### config.mk
export PLATFORM = sky130hd
export DESIGN_NAME = iocr_ram
export DESIGN_NICKNAME = d
export VERILOG_FILES = /design/src/rtl/core/iocr_ram.sv
export SDC_FILE = /design/constraint.sdc
export NUM_CORES = 1
export LEC_CHECK = 0
export CORE_MARGIN = 1
export CORE_UTILIZATION = 56
export CTS_CLUSTER_SIZE = 28
export DETAILED_ROUTE_END_ITERATION = 12
export DONT_BUFFER_PORTS = 1
export PLACE_DENSITY_LB_ADDON = 0.05
export SLEW_MARGIN = 40
export SYNTH_ARGS = -nofsm -noshare
export SYNTH_HDL_FRONTEND = slang
export SYNTH_SLANG_ARGS = --single-unit
### constraint.sdc
create_clock -name clk_i -period 2.15 [get_ports clk_i]
set_clock_uncertainty 0.15 [all_clocks]
set_input_delay 0.43 -clock clk_i [delete_from_list [all_inputs] [get_ports clk_i]]
set_output_delay 0.43 -clock clk_i [all_outputs]
set_load 0.1 [all_outputs]
### src/rtl/core/iocr_ram.sv
`timescale 1ns / 1ps
`default_nettype none
// ----------------------------------------------------------------------------
// iocr_ram
// Generic simple dual-port RAM, one write port, one registered read port.
// ----------------------------------------------------------------------------
module iocr_ram #(
  parameter int unsigned Width = 8,
  parameter int unsigned Depth = 16
) (
  input  wire logic                     clk_i,
  input  wire logic                     we_i,
  input  wire logic [$clog2(Depth)-1:0] waddr_i,
  input  wire logic [Width-1:0]         wdata_i,
  input  wire logic                     re_i,
  input  wire logic [$clog2(Depth)-1:0] raddr_i,
  output      logic [Width-1:0]         rdata_o
);

  logic [Width-1:0] mem [Depth];
  logic [Width-1:0] rdata_q;

  always_ff @(posedge clk_i) begin
    if (we_i) begin
      mem[waddr_i] <= wdata_i;
    end
    if (re_i) begin
      rdata_q <= mem[raddr_i];
    end
  end

  assign rdata_o = rdata_q;

endmodule
`default_nettype wire

==> impl_metrics.yaml, run 1 <==
floorplanning:
  die_y_um: 98.6
  start_util: 0.588
  dieArea_um2: 9720
  row_count: 34
  core_area_um2: 8890
  die_w_um: 98.6
  io_pins: 27
setup_path:
  cp_num_buf_inv: 1
  cp_max_fo: 1
  crit_family: "flip-flops"
  required_ns: 1.57
  critPathCaptureType: "output port"
  start_kind: "flip-flop"
  path_cells: "buf_4"
  crit_path_max_incr_delay_ns: 0.35
  critical_path_arrival_ns: 1.15
  crit_slowest_cell: "edfxtp_1"
  crit_type: "flip-flop to output port"
timing:
  hold_violations: 0
  fin_crit_ns: 1.73
  fin_crit_sh: 0.804
  fin_setup_tns_ns: 0
  setup_violations: 0
  rsz0062_at_grt: "false"
  tightest_slew_ns: 0.611
  slew_headroom: 0.591
  drv_slew: 0
  max_freq_mhz: 579
yosys:
  async_flop_share: 0
  post_synth_num_cell_types: 18
  ys_seq_elements: 136
  synthesis.nets: 248
  ys.warnings.count: 0
  syn_avg_cell_area_um2: 22.8
  synth_cells: 229
  synth_common_cells: "edfxtp_1, mux4_2, a22oi_1"
  synth_edf_count: 136
  synth_top_area_share: 0.781
  synth_most_common_cell: "edfxtp_1"
  yosysTopAreaCell: "edfxtp_1"
  synth_area_um2: 5230
  synthTopCellsByArea: "edfxtp_1, mux4_2, mux4_1, a22oi_1, nor2_1"
  seq_area_frac_synth: 0.781
  synth-main-ff-cell: "edfxtp_1"
status:
  status: "completed"
global_route:
  grt_util_all_layers: 0.224
  grt-ovfl-total: 0
  grt_first_pass_wirelength_mm: 14.9
  antenna_found_initial: 0
  grt_pass1_vias: 2561
  grt_max_degree: 33
clock_network:
  path_clk_slew_ns: 0.06
  cts_resized: 0
  htree_levels: 4
  cts_hold_buf: 9
  max-clock-path-buffers: 2
  numCtsBuffers: 17
  clockRootBuffer: "clkbuf_8"
  post_cts_buffers: 0
  cts.sinks: 136
  insertion_delay_ns: 0.50
  cts_tree: "yes"
route:
  drtIter0Drc: 166
  viasPerCell: 6.25
  dr.pass1.iters: 5
  ant_nets: 0
  remaining_drc_errors: 0
  wire_per_inst_um: 24.8
  vias: 2462
  routed_wl_mm: 9.76
pwr:
  internal_power_uw: 4630
  pwr-share-comb: 0.055
  switching_share: 0.215
  seqPwrFrac: 0.509
  clock_power_share: 0.436
  ir_worst_vdd_mv: 0.658
  power.leakage_uw: 0.00202
  p_switching_uw: 1270
  p_per_area_nw_per_um2: 967
place:
  hpwl_mm: 6.29
  globalplace.congestion: 0.784
  place_inst: 353
  numPortBuffers: 0
final_layout:
  drive_gt1_frac: 0.259
  syn_to_final_growth_pct: 16.8
  final_nets: 292
  post_layout_nonfiller_instances: 394
  diodes: 0
run:
  max_cap_violations: 0
worst_hold_path:
  hold_path.class: "primary input to flip-flop"
layer usage:
layer	global-route usage	wire length (um)
met5	0	0
met4	0.0735	49
met3	0.0525	600
met2	0.358	5100
met1	0.312	4010
area by class of cell:
| class | count | area (um2) |
|---|---|---|
| Multi-Input combinational cell | 83 | 1060 |
| Tap cell | 108 | 135 |
| Timing Repair Buffer | 35 | 285 |
| Clock buffer | 17 | 414 |
| Sequential cell | 136 | 4080 |
| Fill cell | 537 | 2790 |
| Clock inverter | 15 | 130 |
power by group through the flow:
stage | sequential, uW | combinational, uW | clock (uW)
2_1_floorplan | 3150 | 151 | 0
3_3_place_gp | 3060 | 276 | 0
3_5_place_dp | 3060 | 278 | 0
4_1_cts | 3010 | 328 | 2620
5_1_grt | 3010 | 343 | 2720
6_report | 3010 | 326 | 2570
flip-flops by register name, summed over array words and instances (netlist names):
signal,flops
rdata_o,8
mem,128
logic make-up after synthesis:
| family | Yosys count | synth area share |
|---|---|---|
| buffers and inverters | 10 | 0.0165 |
| AO/OA/AOI/OAI | 16 | 0.0230 |
| AND/OR/NAND/NOR | 35 | 0.0314 |
| flip-flops | 136 | 0.781 |
| multiplexers | 32 | 0.148 |
through the flow:
stage | utilization | hold slack [ns] | area, um2 | power (uW) | worst slack (ns)
after floorplan | - | 0.379 | 5230 | 3300 | 0.0771
after global placement | 0.615 | 0.380 | 5470 | 3330 | 0.418
final | 0.687 | 0.137 | 6110 | 5900 | 0.422
after detailed placement | 0.615 | 0.380 | 5470 | 3340 | 0.396
after CTS | 0.687 | 0.110 | 6110 | 5950 | 0.399
after global routing | 0.687 | 0.124 | 6110 | 6070 | 0.383
placed cells by master, fill, tap and decap left out, types with 4 or more instances in the layout:
cell	synthesis	routed
dlygate4sd3_1	0	9
mux4_2	18	18
clkbuf_16	0	16
nor2_1	13	13
clkinvlp_4	0	6
edfxtp_1	136	136
nor3_1	4	4
buf_4	1	26
nand2_1	9	9
mux4_1	14	14
a22oi_1	16	16
worst paths after layout:
| path | startpoint | depth (start not counted) | to | slack, ns |
|---|---|---|---|---|
| min reg2reg | mem[12][5]$_DFFE_PP_ | 3 | rdata_o[5]$_DFFE_PP_ | 0.60 |
| max | rdata_o[6]$_DFFE_PP_ | 1 | rdata_o[6] | 0.42 |
| min | waddr_i[0] | 2 | mem[4][3]$_DFFE_PP_ | 0.14 |
| max reg2reg | mem[0][5]$_DFFE_PP_ | 3 | rdata_o[5]$_DFFE_PP_ | 0.49 |
No activity file was read; power rests on OpenSTA's default activity.
==> run 2: changes to the inputs <==
clock period = 1.49 ns   (was 2.15 ns; I/O delays follow)
==> run 2 against run 1 <==
  * The run now ends with negative setup slack left
  * First-iteration DRC count rose by 48%
  * Global-route usage decreased by 0.091 points
  * Flip-flop and latch count did not move
  * Combinational power rose by 59%
  * Die area is the same
  * Design area increased by 3.1%
  * Sequential share of layout area fell by 2.0 points
  * Critical path depth unchanged
  * Sequential power increased by 44%
  * Clock power grew 63%
  * Routed wire length decreased by 1.6%
  * Critical path type unchanged
  * Critical endpoint is now rdata_o[3]
==> impl_metrics.yaml, run 2 (synthesis results as in run 1) <==
route:
  routed_wl_mm: 9.60
  viasPerCell: 6.10
  remaining_drc_errors: 0
  vias: 2414
  wire_per_inst_um: 24.2
  drtIter0Drc: 245
  dr.pass1.iters: 4
  ant_nets: 0
timing:
  layout_setup_ws_ns: -0.107
  max_freq_mhz: 626
  drv_slew: 0
  fin_setup_tns_ns: -0.709
  slew_headroom: 0.593
  setup_violations: 15
  tightest_slew_ns: 0.608
  hold_violations: 0
  fin_crit_sh: 1.07
  fin_crit_ns: 1.60
  whs_ns: 0.0281
  rsz0062_at_grt: "true"
setup_path:
  startpoint: "rdata_o[3]$_DFFE_PP_"
  worstReg2RegStart: "mem[0][5]$_DFFE_PP_"
  required_ns: 1.04
  crit_path_max_incr_delay_ns: 0.43
  start_kind: "flip-flop"
  crit_family: "flip-flops"
  path_cells: "buf_6"
  regToRegSetupSlack_ns: -0.07
  critPathCaptureType: "output port"
  reg2reg_depth: 3
  r2r_end: "rdata_o[5]$_DFFE_PP_"
  crit_slowest_cell: "edfxtp_1"
  critical_path_arrival_ns: 1.15
  worstSetupEndpoint: "rdata_o[3]"
  crit_type: "flip-flop to output port"
  cp_max_fo: 1
  cp_num_buf_inv: 1
  path_depth: 1
worst_hold_path:
  hold_depth: 2
  hold_path.class: "primary input to flip-flop"
global_route:
  grt_first_pass_wirelength_mm: 15.0
  grt_util_all_layers: 0.223
  grt-ovfl-total: 0
  antenna_found_initial: 1
  grt_max_degree: 33
  grt_pass1_vias: 2636
place:
  numPortBuffers: 0
  globalplace.congestion: 0.787
  hpwl_mm: 6.15
  dpl_worst_slack_ns: -0.137
pwr:
  power.leakage_uw: 0.00204
  seqPwrFrac: 0.479
  internal_power_uw: 7100
  ir_worst_vdd_mv: 0.963
  clock_power_share: 0.464
  p_per_area_nw_per_um2: 1440
  p_switching_uw: 1950
  pwr-share-comb: 0.057
  switching_share: 0.216
  p_total_uw: 9050
clock_network:
  path_clk_slew_ns: 0.06
  max-clock-path-buffers: 2
  clockRootBuffer: "clkbuf_8"
  htree_levels: 4
  numCtsBuffers: 17
  cts.sinks: 136
  post_cts_buffers: 0
  cts_tree: "yes"
  insertion_delay_ns: 0.50
final_layout:
  utilization: 0.708
  final_common_cell: "edfxtp_1"
  largest_register_ff_count: 128
  final_nets: 293
  final_cell_mix: "edfxtp_1, mux4_2, clkbuf_16"
  drive_gt1_frac: 0.376
  largest-register: "mem"
  fillCellCount: 528
  multi_input_comb_area_um2: 1100
  syn_to_final_growth_pct: 20.5
  seqCellArea_um2: 4080
floorplanning:
  start_util: 0.588
  die_y_um: 98.6
  die_w_um: 98.6
  dieArea_um2: 9720
  io_pins: 27
  row_count: 34
  core_area_um2: 8890
status:
  status: "complete, but fails checks"
  violations: "negative setup slack"
run:
  max_cap_violations: 0
-- run 2: how the worst min path moves through the flow --
stage	slack, ns	startpoint	to
2_1_floorplan	0.25	wdata_i[0]	mem[0][0]$_DFFE_PP_
3_3_place_gp	0.25	wdata_i[7]	mem[5][7]$_DFFE_PP_
3_5_place_dp	0.25	wdata_i[2]	mem[4][2]$_DFFE_PP_
4_1_cts	0.005	waddr_i[1]	mem[8][3]$_DFFE_PP_
5_1_grt	0.01	raddr_i[1]	rdata_o[1]$_DFFE_PP_
6_report	0.03	waddr_i[1]	mem[8][3]$_DFFE_PP_
-- run 2: layout make-up --
type                    count  area share
diodes                      1    0.000397
clock buffers              17      0.0658
multi-input cells          83       0.174
flip-flops and latches    136       0.649
well taps                 108      0.0215
clock inverters            15      0.0298
repair buffers             36      0.0600
-- run 2: per-layer routing --
layer,vias up,GRT usage,wire length (um)
met5,-,0,0
met4,0,0.0976,127
met3,13,0.0454,544
met2,78,0.359,4870
met1,1259,0.301,4060
li1,1064,-,-
-- run 2: per-stage QoR --
| stage | instances | area (um2) |
|---|---|---|
| after floorplan | 229 | 5250 |
| after global placement | 352 | 5500 |
| after detailed placement | 352 | 5500 |
| after CTS | 395 | 6290 |
| after global routing | 396 | 6300 |
| final | 396 | 6300 |
-- run 2: what timing repair did --
action                                  in CTS  in global routing
hold buffers                                11                  0
pin swaps                                    5                  0
endpoints found under the setup margin      16                 16
gates resized for setup                     19                  0
hold endpoints to repair                   152                  0
-- run 2: power groups by stage --
| stage | Sequential [uW] | Clock (uW) | Combinational (uW) |
|---|---|---|---|
| floorplan | 4540 | 0 | 241 |
| finish | 4340 | 4200 | 517 |
| global route | 4340 | 4400 | 544 |
| global placement | 4410 | 0 | 407 |
| detailed placement | 4420 | 0 | 411 |
| CTS | 4340 | 4250 | 520 |
