==> config.mk <==
export PLATFORM = sky130hd
export DESIGN_NAME = iocr_rem
export DESIGN_NICKNAME = d
export VERILOG_FILES = /design/src/rtl/core/iocr_pkg.sv /design/src/rtl/core/iocr_rem.sv
export SDC_FILE = /design/constraint.sdc
export NUM_CORES = 1
export LEC_CHECK = 0
export CAP_MARGIN = 20
export CORE_MARGIN = 1.5
export CORE_UTILIZATION = 60
export CTS_BUF_LIST = sky130_fd_sc_hd__clkbuf_2 sky130_fd_sc_hd__clkbuf_4 sky130_fd_sc_hd__clkbuf_8
export DETAILED_ROUTE_END_ITERATION = 10
export DONT_BUFFER_PORTS = 1
export MAX_ROUTING_LAYER = met4
export PLACE_DENSITY = 0.81
export SKIP_CTS_REPAIR_TIMING = 1
export SLEW_MARGIN = 20
export SYNTH_ARGS = -nofsm -noshare
export SYNTH_HDL_FRONTEND = slang
export SYNTH_SLANG_ARGS = --single-unit
==> constraint.sdc <==
create_clock -name clk_i -period 1.8 [get_ports clk_i]
set_input_delay 0.36 -clock clk_i [delete_from_list [all_inputs] [get_ports clk_i]]
set_output_delay 0.36 -clock clk_i [all_outputs]
set_load 0.05 [all_outputs]
==> src/rtl/core/iocr_pkg.sv <==
`timescale 1ns / 1ps
`default_nettype none
// ----------------------------------------------------------------------------
// iocr_pkg
// Shared widths, codes and types of the in-order commit ring.
// ----------------------------------------------------------------------------
package iocr_pkg;

  localparam int unsigned SeqW  = 63;
  localparam int unsigned GrpW  = 16;
  localparam int unsigned VerW  = 63;
  localparam int unsigned StatW = 2;
  localparam int unsigned PendW = 11;

  localparam logic FUNC_ADD    = 1'b0;
  localparam logic FUNC_RETIRE = 1'b1;

  typedef enum logic [StatW-1:0] {
    ST_OK       = 2'd0,
    ST_BEHIND   = 2'd1,
    ST_WIN_FULL = 2'd2,
    ST_OCCUPIED = 2'd3
  } status_e;

  typedef enum logic [3:0] {
    S_CLEAR = 4'b0001,
    S_IDLE  = 4'b0010,
    S_CALC  = 4'b0100,
    S_EXEC  = 4'b1000
  } state_e;

  // one ring slot as held in memory
  typedef struct packed {
    logic            full;
    logic [SeqW-1:0] seq;
    logic [GrpW-1:0] grp;
    logic [VerW-1:0] ver;
  } slot_t;

endpackage
`default_nettype wire

==> src/rtl/core/iocr_rem.sv <==
`timescale 1ns / 1ps
`default_nettype none
// ----------------------------------------------------------------------------
// iocr_rem
// Remainder of a sequence number by the ring depth, four-stage pipeline.
// ----------------------------------------------------------------------------
module iocr_rem #(
  parameter int unsigned Depth = 1024
) (
  input  wire logic                            clk_i,
  input  wire logic                            rst_ni,
  input  wire logic                            start_i,
  input  wire logic [iocr_pkg::SeqW-1:0]       value_i,
  output      logic                            busy_o,
  output      logic                            done_o,
  output      logic [$clog2(Depth)-1:0]        rem_o
);

  import iocr_pkg::*;

  localparam int unsigned IdxW  = $clog2(Depth);
  localparam int unsigned PartW = 16;
  localparam int unsigned ProdW = PartW + IdxW;
  localparam int unsigned SumW  = 32;

  // weights of the upper 16-bit parts, 2^(16*k) mod depth
  localparam logic [IdxW-1:0] Wt1 = IdxW'((64'd1 << 16) % 64'(Depth));
  localparam logic [IdxW-1:0] Wt2 = IdxW'((64'd1 << 32) % 64'(Depth));
  localparam logic [IdxW-1:0] Wt3 = IdxW'((64'd1 << 48) % 64'(Depth));
  // floor(2^32 / depth), quotient estimate comes out low by at most one
  localparam logic [SumW-1:0] Recip = SumW'((64'd1 << 32) / 64'(Depth));

  logic [ProdW-1:0]  p0_q, p1_q, p2_q, p3_q;
  logic [SumW-1:0]   sum_q;
  logic [IdxW:0]     low_q;
  logic [IdxW:0]     quo_q;
  logic [IdxW-1:0]   rem_q;
  logic              v1_q, v2_q, v3_q;
  logic              done_q;
  logic [2*SumW-1:0] quo_prod;
  logic [IdxW:0]     rem_wide;

  // the sum of weighted parts stays below 2^32 for any depth up to 16384
  assign quo_prod = {{SumW{1'b0}}, sum_q} * {{SumW{1'b0}}, Recip};

  // remainder fits in IdxW+1 bits, so only low bits of the quotient matter
  always_comb begin
    rem_wide = low_q - quo_q * (IdxW+1)'(Depth);
    if (rem_wide >= (IdxW+1)'(Depth)) begin
      rem_wide = rem_wide - (IdxW+1)'(Depth);
    end
  end

  always_ff @(posedge clk_i or negedge rst_ni) begin
    if (!rst_ni) begin
      v1_q   <= 1'b0;
      v2_q   <= 1'b0;
      v3_q   <= 1'b0;
      done_q <= 1'b0;
    end else begin
      v1_q   <= start_i;
      v2_q   <= v1_q;
      v3_q   <= v2_q;
      done_q <= v3_q;
    end
  end

  always_ff @(posedge clk_i) begin
    if (start_i) begin
      p0_q <= ProdW'(value_i[15:0]);
      p1_q <= ProdW'(value_i[31:16]) * ProdW'(Wt1);
      p2_q <= ProdW'(value_i[47:32]) * ProdW'(Wt2);
      p3_q <= ProdW'(value_i[SeqW-1:48]) * ProdW'(Wt3);
    end
    if (v1_q) begin
      sum_q <= SumW'(p0_q) + SumW'(p1_q) + SumW'(p2_q) + SumW'(p3_q);
    end
    if (v2_q) begin
      quo_q <= quo_prod[SumW +: IdxW+1];
      low_q <= sum_q[IdxW:0];
    end
    if (v3_q) begin
      rem_q <= rem_wide[IdxW-1:0];
    end
  end

  assign busy_o = v1_q || v2_q || v3_q;
  assign done_o = done_q;
  assign rem_o  = rem_q;

endmodule
`default_nettype wire

==> results of run 1 <==
## layout make-up
cell class / instances / share of cell area, %
clock buffers: 5 / 2.59
clock inverters: 3 / 2.59
multi-input cells: 1 / 0.432
flip-flops and latches: 44 / 89.8
well taps: 27 / 2.33
repair buffers: 4 / 2.25
## stage by stage
step	instances	utilization, %	cell area (µm²)	hold WS (ns)
final	84	72.4	1450	0.0455
after floorplan	45	-	1310	0.0644
after detailed placement	75	68.1	1360	0.0645
after global placement	75	68.1	1360	0.0645
after global routing	84	72.4	1450	0.0138
after CTS	83	71.9	1440	-0.314
## report_power, final
part           total [mW]  switching, mW  internal, mW
Clock               0.547          0.263         0.284
Sequential           1.23         0.0410          1.19
Combinational      0.0243         0.0179       0.00631
## sequential cells by signal (all words and copies together) (netlist names)
| signal | count |
|---|---|
| p0_q | 10 |
| low_q | 10 |
| v2_q | 1 |
| done_o | 1 |
| sum_q | 10 |
| v3_q | 1 |
| v1_q | 1 |
| rem_o | 10 |
## cells by family (layout without fill, tap and decap cells)
kind of cell	Yosys count	count (layout)	synth area share, %
flip-flops	44	44	99.5
buffers and inverters	0	12	0
AND/OR/NAND/NOR	1	1	0.479
## how the worst min path moves through the flow
stage	slack, ns	depth (start not counted)	end	start
2_1_floorplan	0.06	0	done_o	rst_ni
3_3_place_gp	0.06	0	done_o	rst_ni
3_5_place_dp	0.06	0	done_o	rst_ni
4_1_cts	-0.31	0	v3_q	rst_ni
5_1_grt	0.01	0	v1_q	start_i
6_report	0.05	0	v1_q	start_i
## metal layers
metal	wire, µm	up-vias
met1	537	198
li1	-	201
met4	27	0
met5	0	-
met2	722	28
met3	79	4
## Yosys cell counts (all sizes together)
library cell / count / area share [%]
edfxtp: 40 / 92
or3: 1 / 0.48
dfrtp: 4 / 7.7
==> reports/results.txt, run 1 <==
std cell rows -> 16
final wirelength -> 1370 µm
area of the multi-input gates -> 6.26 µm²
clk_skew -> 0.00327 ns
Max-cap violations -> 0
die width -> 49.7 µm
DR iter-0 viols -> 10
maximum VDD drop -> 0.714 mV
Mapped Area -> 1310 µm²
average size of a mapped cell -> 29.1 µm²
RSZ-0062 raised after global routing -> no
drt first pass iters -> 4
DP HPWL -> 881 µm
CP endpoint -> busy_o
Placer Congestion -> 0.660
core area -> 2000 µm²
Die H -> 49.7 µm
Worst path top cell family by delay -> simple AND/OR/NAND/NOR gates
synth unique cells -> 3
Crit. path cell count -> 1
Root Driver -> clkbuf_4
worst hold path class -> in2reg
CTS tree -> done
Vias/cell -> 5.13
status -> finished, final reports clean
Cells after Synth -> 45
Worst-path clk slew -> 0.11 ns
CTS buffer count -> 5
reg2reg end -> low_q[2]
detailed-route via count -> 431
type of origin of the critical path -> flop
grt total ovfl -> 0
gr busiest metal -> met2
leakage -> 0.498 nW
minimum clock period -> 1.69 ns
I/O pins -> 78
Total Power -> 1.80 mW
worst setup path startpoint -> v2_q
layout cells sized above 1 -> 15.8%
Slew HR -> 67.6%
die area -> 2470 µm²
Fill cells -> 130
Placement Setup Slack -> 0.471 ns
Slowest-stage cell, CP -> or3_1
vias in the first global route -> 457
worst setup margin -> 0.111 ns
Critical Path AT -> 1.33 ns
sequential cell area -> 1300 µm²
Initial Util -> 65.3%
Synth Warn # -> 0
largest net degree at the start of global routing -> 14
Syn Nets -> 111
flop2flop setup slack -> 0.96 ns
commonest non-fill, non-tap cell in the layout -> edfxtp_1
number of hold violations in the final report -> 0
required time worst endpoint -> 1.44 ns
met2 Track Usage GR -> 22.4%
Critical Path End Type -> primary output
CTS sink cnt -> 44
worst setup path category -> reg2out
Total GRT Usage -> 13.9%
final setup fails -> 0
CP max FO -> 2
ant diodes -> 0
DRC -> 0
IO Port Bufs -> 0
max incr delay on CP -> 0.61 ns
Max Root-Sink Buffers -> 2
register area share after synthesis -> 99.5%
CP bufs+invs -> 0
met1 layer usage reported by global route -> 13.5%
H-tree levels -> 2
commonest non-fill, non-tap cells in the layout -> 40 x edfxtp_1, 5 x clkbuf_4, 4 x dfrtp_1, 3 x buf_4, 2 x clkinv_1
Post-layout nets -> 122
RR Startpoint -> v2_q
crit-path cells -> or3_1
WL per Instance -> 16.3 µm
Routed Antenna Nets -> 0
R2R depth -> 1
Slew @ Worst Pin -> 0.487 ns
antenna violations before repair -> 0
Max Slew Vio Count -> 0
FF+latch count, synth -> 44
Clock Latency Late Sink -> 0.33 ns
Highest Clock Rate -> 592 MHz
period utilization -> 93.8%
Setup TNS Final -> 0 ns
grt met3 use -> 5.45%
P&R area growth vs syn -> 10.8%
PD cells -> 1240 nW/µm²
global-route wire length before repair -> 2170 µm
Power figures use the tool's default switching activity.
==> inputs of run 2 (changes only) <==
--- a/config.mk
+++ b/config.mk
@@ -5,14 +5,15 @@
 export SDC_FILE = /design/constraint.sdc
 export NUM_CORES = 1
 export LEC_CHECK = 0
+export ABC_AREA = 1
 export CAP_MARGIN = 20
 export CORE_MARGIN = 1.5
-export CORE_UTILIZATION = 60
+export CORE_UTILIZATION = 57
 export CTS_BUF_LIST = sky130_fd_sc_hd__clkbuf_2 sky130_fd_sc_hd__clkbuf_4 sky130_fd_sc_hd__clkbuf_8
 export DETAILED_ROUTE_END_ITERATION = 10
 export DONT_BUFFER_PORTS = 1
 export MAX_ROUTING_LAYER = met4
-export PLACE_DENSITY = 0.81
+export PLACE_DENSITY = 0.8
 export SKIP_CTS_REPAIR_TIMING = 1
 export SLEW_MARGIN = 20
 export SYNTH_ARGS = -nofsm -noshare
==> constraint.sdc (replaced) <==
create_clock -name clk_i -period 1.5 [get_ports clk_i]
set_input_delay 0.3 -clock clk_i [delete_from_list [all_inputs] [get_ports clk_i]]
set_output_delay 0.3 -clock clk_i [all_outputs]
set_load 0.05 [all_outputs]
==> run 2 against run 1 <==
  * Combinational power is 39% higher
  * Core utilization is 5.0 points lower
  * Cell count is 6.0% higher
  * Non-clock buffer count is 2 higher
  * Critical endpoint unchanged
  * Global-route usage is 0.11 points lower
==> reports/results.txt, run 2 <==
largest net degree at the start of global routing -> 14 (unchanged)
leakage -> 0.514 nW (was 0.498 nW)
Synth Warn # -> 0 (unchanged)
Critical Path AT -> 1.09 ns (was 1.33 ns)
worst hold endpoint -> p0_q[0] (was v1_q)
period utilization -> 92.7%
worst hold path class -> in2reg (unchanged)
drt first pass iters -> 4 (unchanged)
Max-cap violations -> 0 (unchanged)
CTS tree -> done (unchanged)
detailed-route via count -> 448 (was 431)
Mapped Area -> 1310 µm² (about the same)
synth unique cells -> 5 (was 3)
std cell rows -> 17 (was 16)
final setup fails -> 0 (unchanged)
layout cells sized above 1 -> 18.0% (was 15.8%)
cell internal pwr -> 1.78 mW (was 1.48 mW)
antenna violations before repair -> 0 (unchanged)
Max Root-Sink Buffers -> 2 (unchanged)
core area -> 2190 µm² (was 2000 µm²)
DP Cell Count -> 79 (was 75)
ranking of synthesized cells by area -> edfxtp_1 92%, dfrtp_1 7.6%, inv_1 0.29% (was edfxtp_1 92%, dfrtp_1 7.7%, or3_1 0.48%)
commonest non-fill, non-tap cell in the layout -> edfxtp_1 (unchanged)
most instantiated library cell after synthesis -> edfxtp_1 (unchanged)
RSZ-0062 raised after global routing -> no (unchanged)
worst hold path depth -> 0 (unchanged)
Sw Share -> 18.8% (was 17.9%)
Logic pwr share -> 1.5% (was 1.3%)
reg2reg end -> sum_q[2] (was low_q[2])
number of hold violations in the final report -> 0 (unchanged)
CTS buffer count -> 5 (unchanged)
Initial Util -> 59.9% (was 65.3%)
Die H -> 51.0 µm (was 49.7 µm)
PD cells -> 1480 nW/µm² (was 1240 nW/µm²)
Routed Antenna Nets -> 0 (unchanged)
DR iter-0 viols -> 6 (was 10)
Layout Cells excl Fill -> 89 (was 84)
clk_skew -> 0.00334 ns (was 0.00327 ns)
die area -> 2600 µm² (was 2470 µm²)
final wirelength -> 1390 µm (was 1370 µm)
Synth top area share -> 91.5% (was 91.9%)
IO Port Bufs -> 0 (unchanged)
register area share after synthesis -> 99.1% (was 99.5%)
Vias/cell -> 5.03 (was 5.13)
ys async rst share -> 9.09% (unchanged)
final core occ -> 67.3% (was 72.4%)
Slew HR -> 69.1% (was 67.6%)
maximum VDD drop -> 1.12 mV (was 0.714 mV)
Total Power -> 2.19 mW (was 1.80 mW)
H-tree levels -> 2 (unchanged)
clock share of power -> 31.1% (was 30.4%)
Post-layout nets -> 126 (was 122)
sequential fraction of design power -> 67.4% (was 68.3%)
commonest cells in the synthesized netlist -> 40 x edfxtp_1, 4 x dfrtp_1, 1 x inv_1, 1 x nand2_1, 1 x nor2_1 (was 40 x edfxtp_1, 4 x dfrtp_1, 1 x or3_1)
minimum clock period -> 1.39 ns
dominant cell type by area after synthesis -> edfxtp_1 (unchanged)
hold_sp -> value_i[0] (was start_i)
I/O pins -> 78 (unchanged)
Highest Clock Rate -> 719 MHz
Syn Nets -> 113 (was 111)
CP max FO -> 2 (unchanged)
WL per Instance -> 15.6 µm (was 16.3 µm)
Max Slew Vio Count -> 0 (unchanged)
DRC -> 0 (unchanged)
commonest non-fill, non-tap cells in the layout -> 40 x edfxtp_1, 5 x clkbuf_4, 4 x dfrtp_1, 4 x buf_4 (was 40 x edfxtp_1, 5 x clkbuf_4, 4 x dfrtp_1, 3 x buf_4, 2 x clkinv_1)
Most used DFF post-synth -> edfxtp_1 (unchanged)
Critical Path End Type -> primary output (unchanged)
grt total ovfl -> 0 (unchanged)
Total GRT Usage -> 13.8% (was 13.9%)
global-route wire length before repair -> 2140 µm (was 2170 µm)
Slowest-stage cell, CP -> dfrtp_1 (was or3_1)
required time worst endpoint -> 1.20 ns (was 1.44 ns)
Post-synth EDFFs -> 40 (unchanged)
Placement Setup Slack -> 0.472 ns (was 0.471 ns)
vias in the first global route -> 431 (was 457)
worst setup margin -> 0.110 ns (was 0.111 ns)
Setup TNS Final -> 0 ns (unchanged)
crit-path cells -> nor2_2, nand2_1, buf_4 (was or3_1)
average size of a mapped cell -> 27.9 µm² (was 29.1 µm²)
status -> finished, final reports clean (unchanged)
P&R area growth vs syn -> 12.4% (was 10.8%)
Cells after Synth -> 47 (was 45)
Slew @ Worst Pin -> 0.465 ns (was 0.487 ns)
Net Switching -> 0.411 mW (was 0.322 mW)
R2R depth -> 1 (unchanged)
flop2flop setup slack -> 0.65 ns (was 0.96 ns)
worst setup path category -> reg2out (unchanged)
Root Driver -> clkbuf_4 (unchanged)
max incr delay on CP -> 0.40 ns (was 0.61 ns)
Clock Latency Late Sink -> 0.34 ns (was 0.33 ns)
CTS sink cnt -> 44 (unchanged)
die width -> 51.0 µm (was 49.7 µm)
Placer Congestion -> 0.621 (was 0.660)
ant diodes -> 0 (unchanged)
type of origin of the critical path -> flop (unchanged)
Worst-path clk slew -> 0.11 ns (about the same)
RR Startpoint -> v1_q (was v2_q)
FF+latch count, synth -> 44 (unchanged)
[run 2: worst max-delay path, delay by kind of cell (launching register included)]
kind / cells / cell delay [ns]
flip-flops: 1 / 0.40
buffers and inverters: 1 / 0.18
AND/OR/NAND/NOR: 2 / 0.16
[run 2: metal layers]
layer	up-vias	wire [µm]	GRT usage, %
met5	-	0	-
met4	0	56	10.8
met3	7	153	8.48
met2	30	668	18.4
met1	203	510	14.5
li1	208	-	-
[run 2: how the worst max path moves through the flow]
stage                     start     end  slack, ns
after floorplan            v2_q  busy_o       0.24
after global placement     v2_q  busy_o       0.47
after detailed placement   v2_q  busy_o       0.47
after CTS                  v2_q  busy_o       0.06
after global routing       v2_q  busy_o       0.02
final                      v2_q  busy_o       0.11
[run 2: final cells by class]
class	count	area, µm²
multi-input combinational	2	10.0
timing repair buffer	6	50.0
tap	28	35.0
sequential	44	1300
clock buffer	5	37.5
fill	141	716
clock inverter	3	37.5
inverter	1	3.75
[run 2: power groups by stage]
stage / Combinational (mW) / Sequential, mW / Clock (mW)
after floorplan: 0.00524 / 1.50 / 0
after global placement: 0.0257 / 1.49 / 0
after detailed placement: 0.0280 / 1.50 / 0
after CTS: 0.0282 / 1.48 / 0.708
after global routing: 0.0378 / 1.48 / 0.760
final: 0.0338 / 1.47 / 0.680
[run 2: logic make-up (layout without fill, tap and decap cells)]
family        after synthesis  in the layout  share of synthesized area [%]
buf+inv                     1             15                          0.286
flops                      44             44                           99.1
simple gates                2              2                          0.571
[run 2: metrics by stage]
| stage | cell area (µm²) | hold WS [ns] |
|---|---|---|
| floorplan | 1310 | 0.00441 |
| global route | 1480 | 0.00366 |
| global placement | 1380 | 0.00450 |
| CTS | 1450 | -0.395 |
| finish | 1480 | 0.0406 |
| detailed placement | 1380 | 0.00455 |
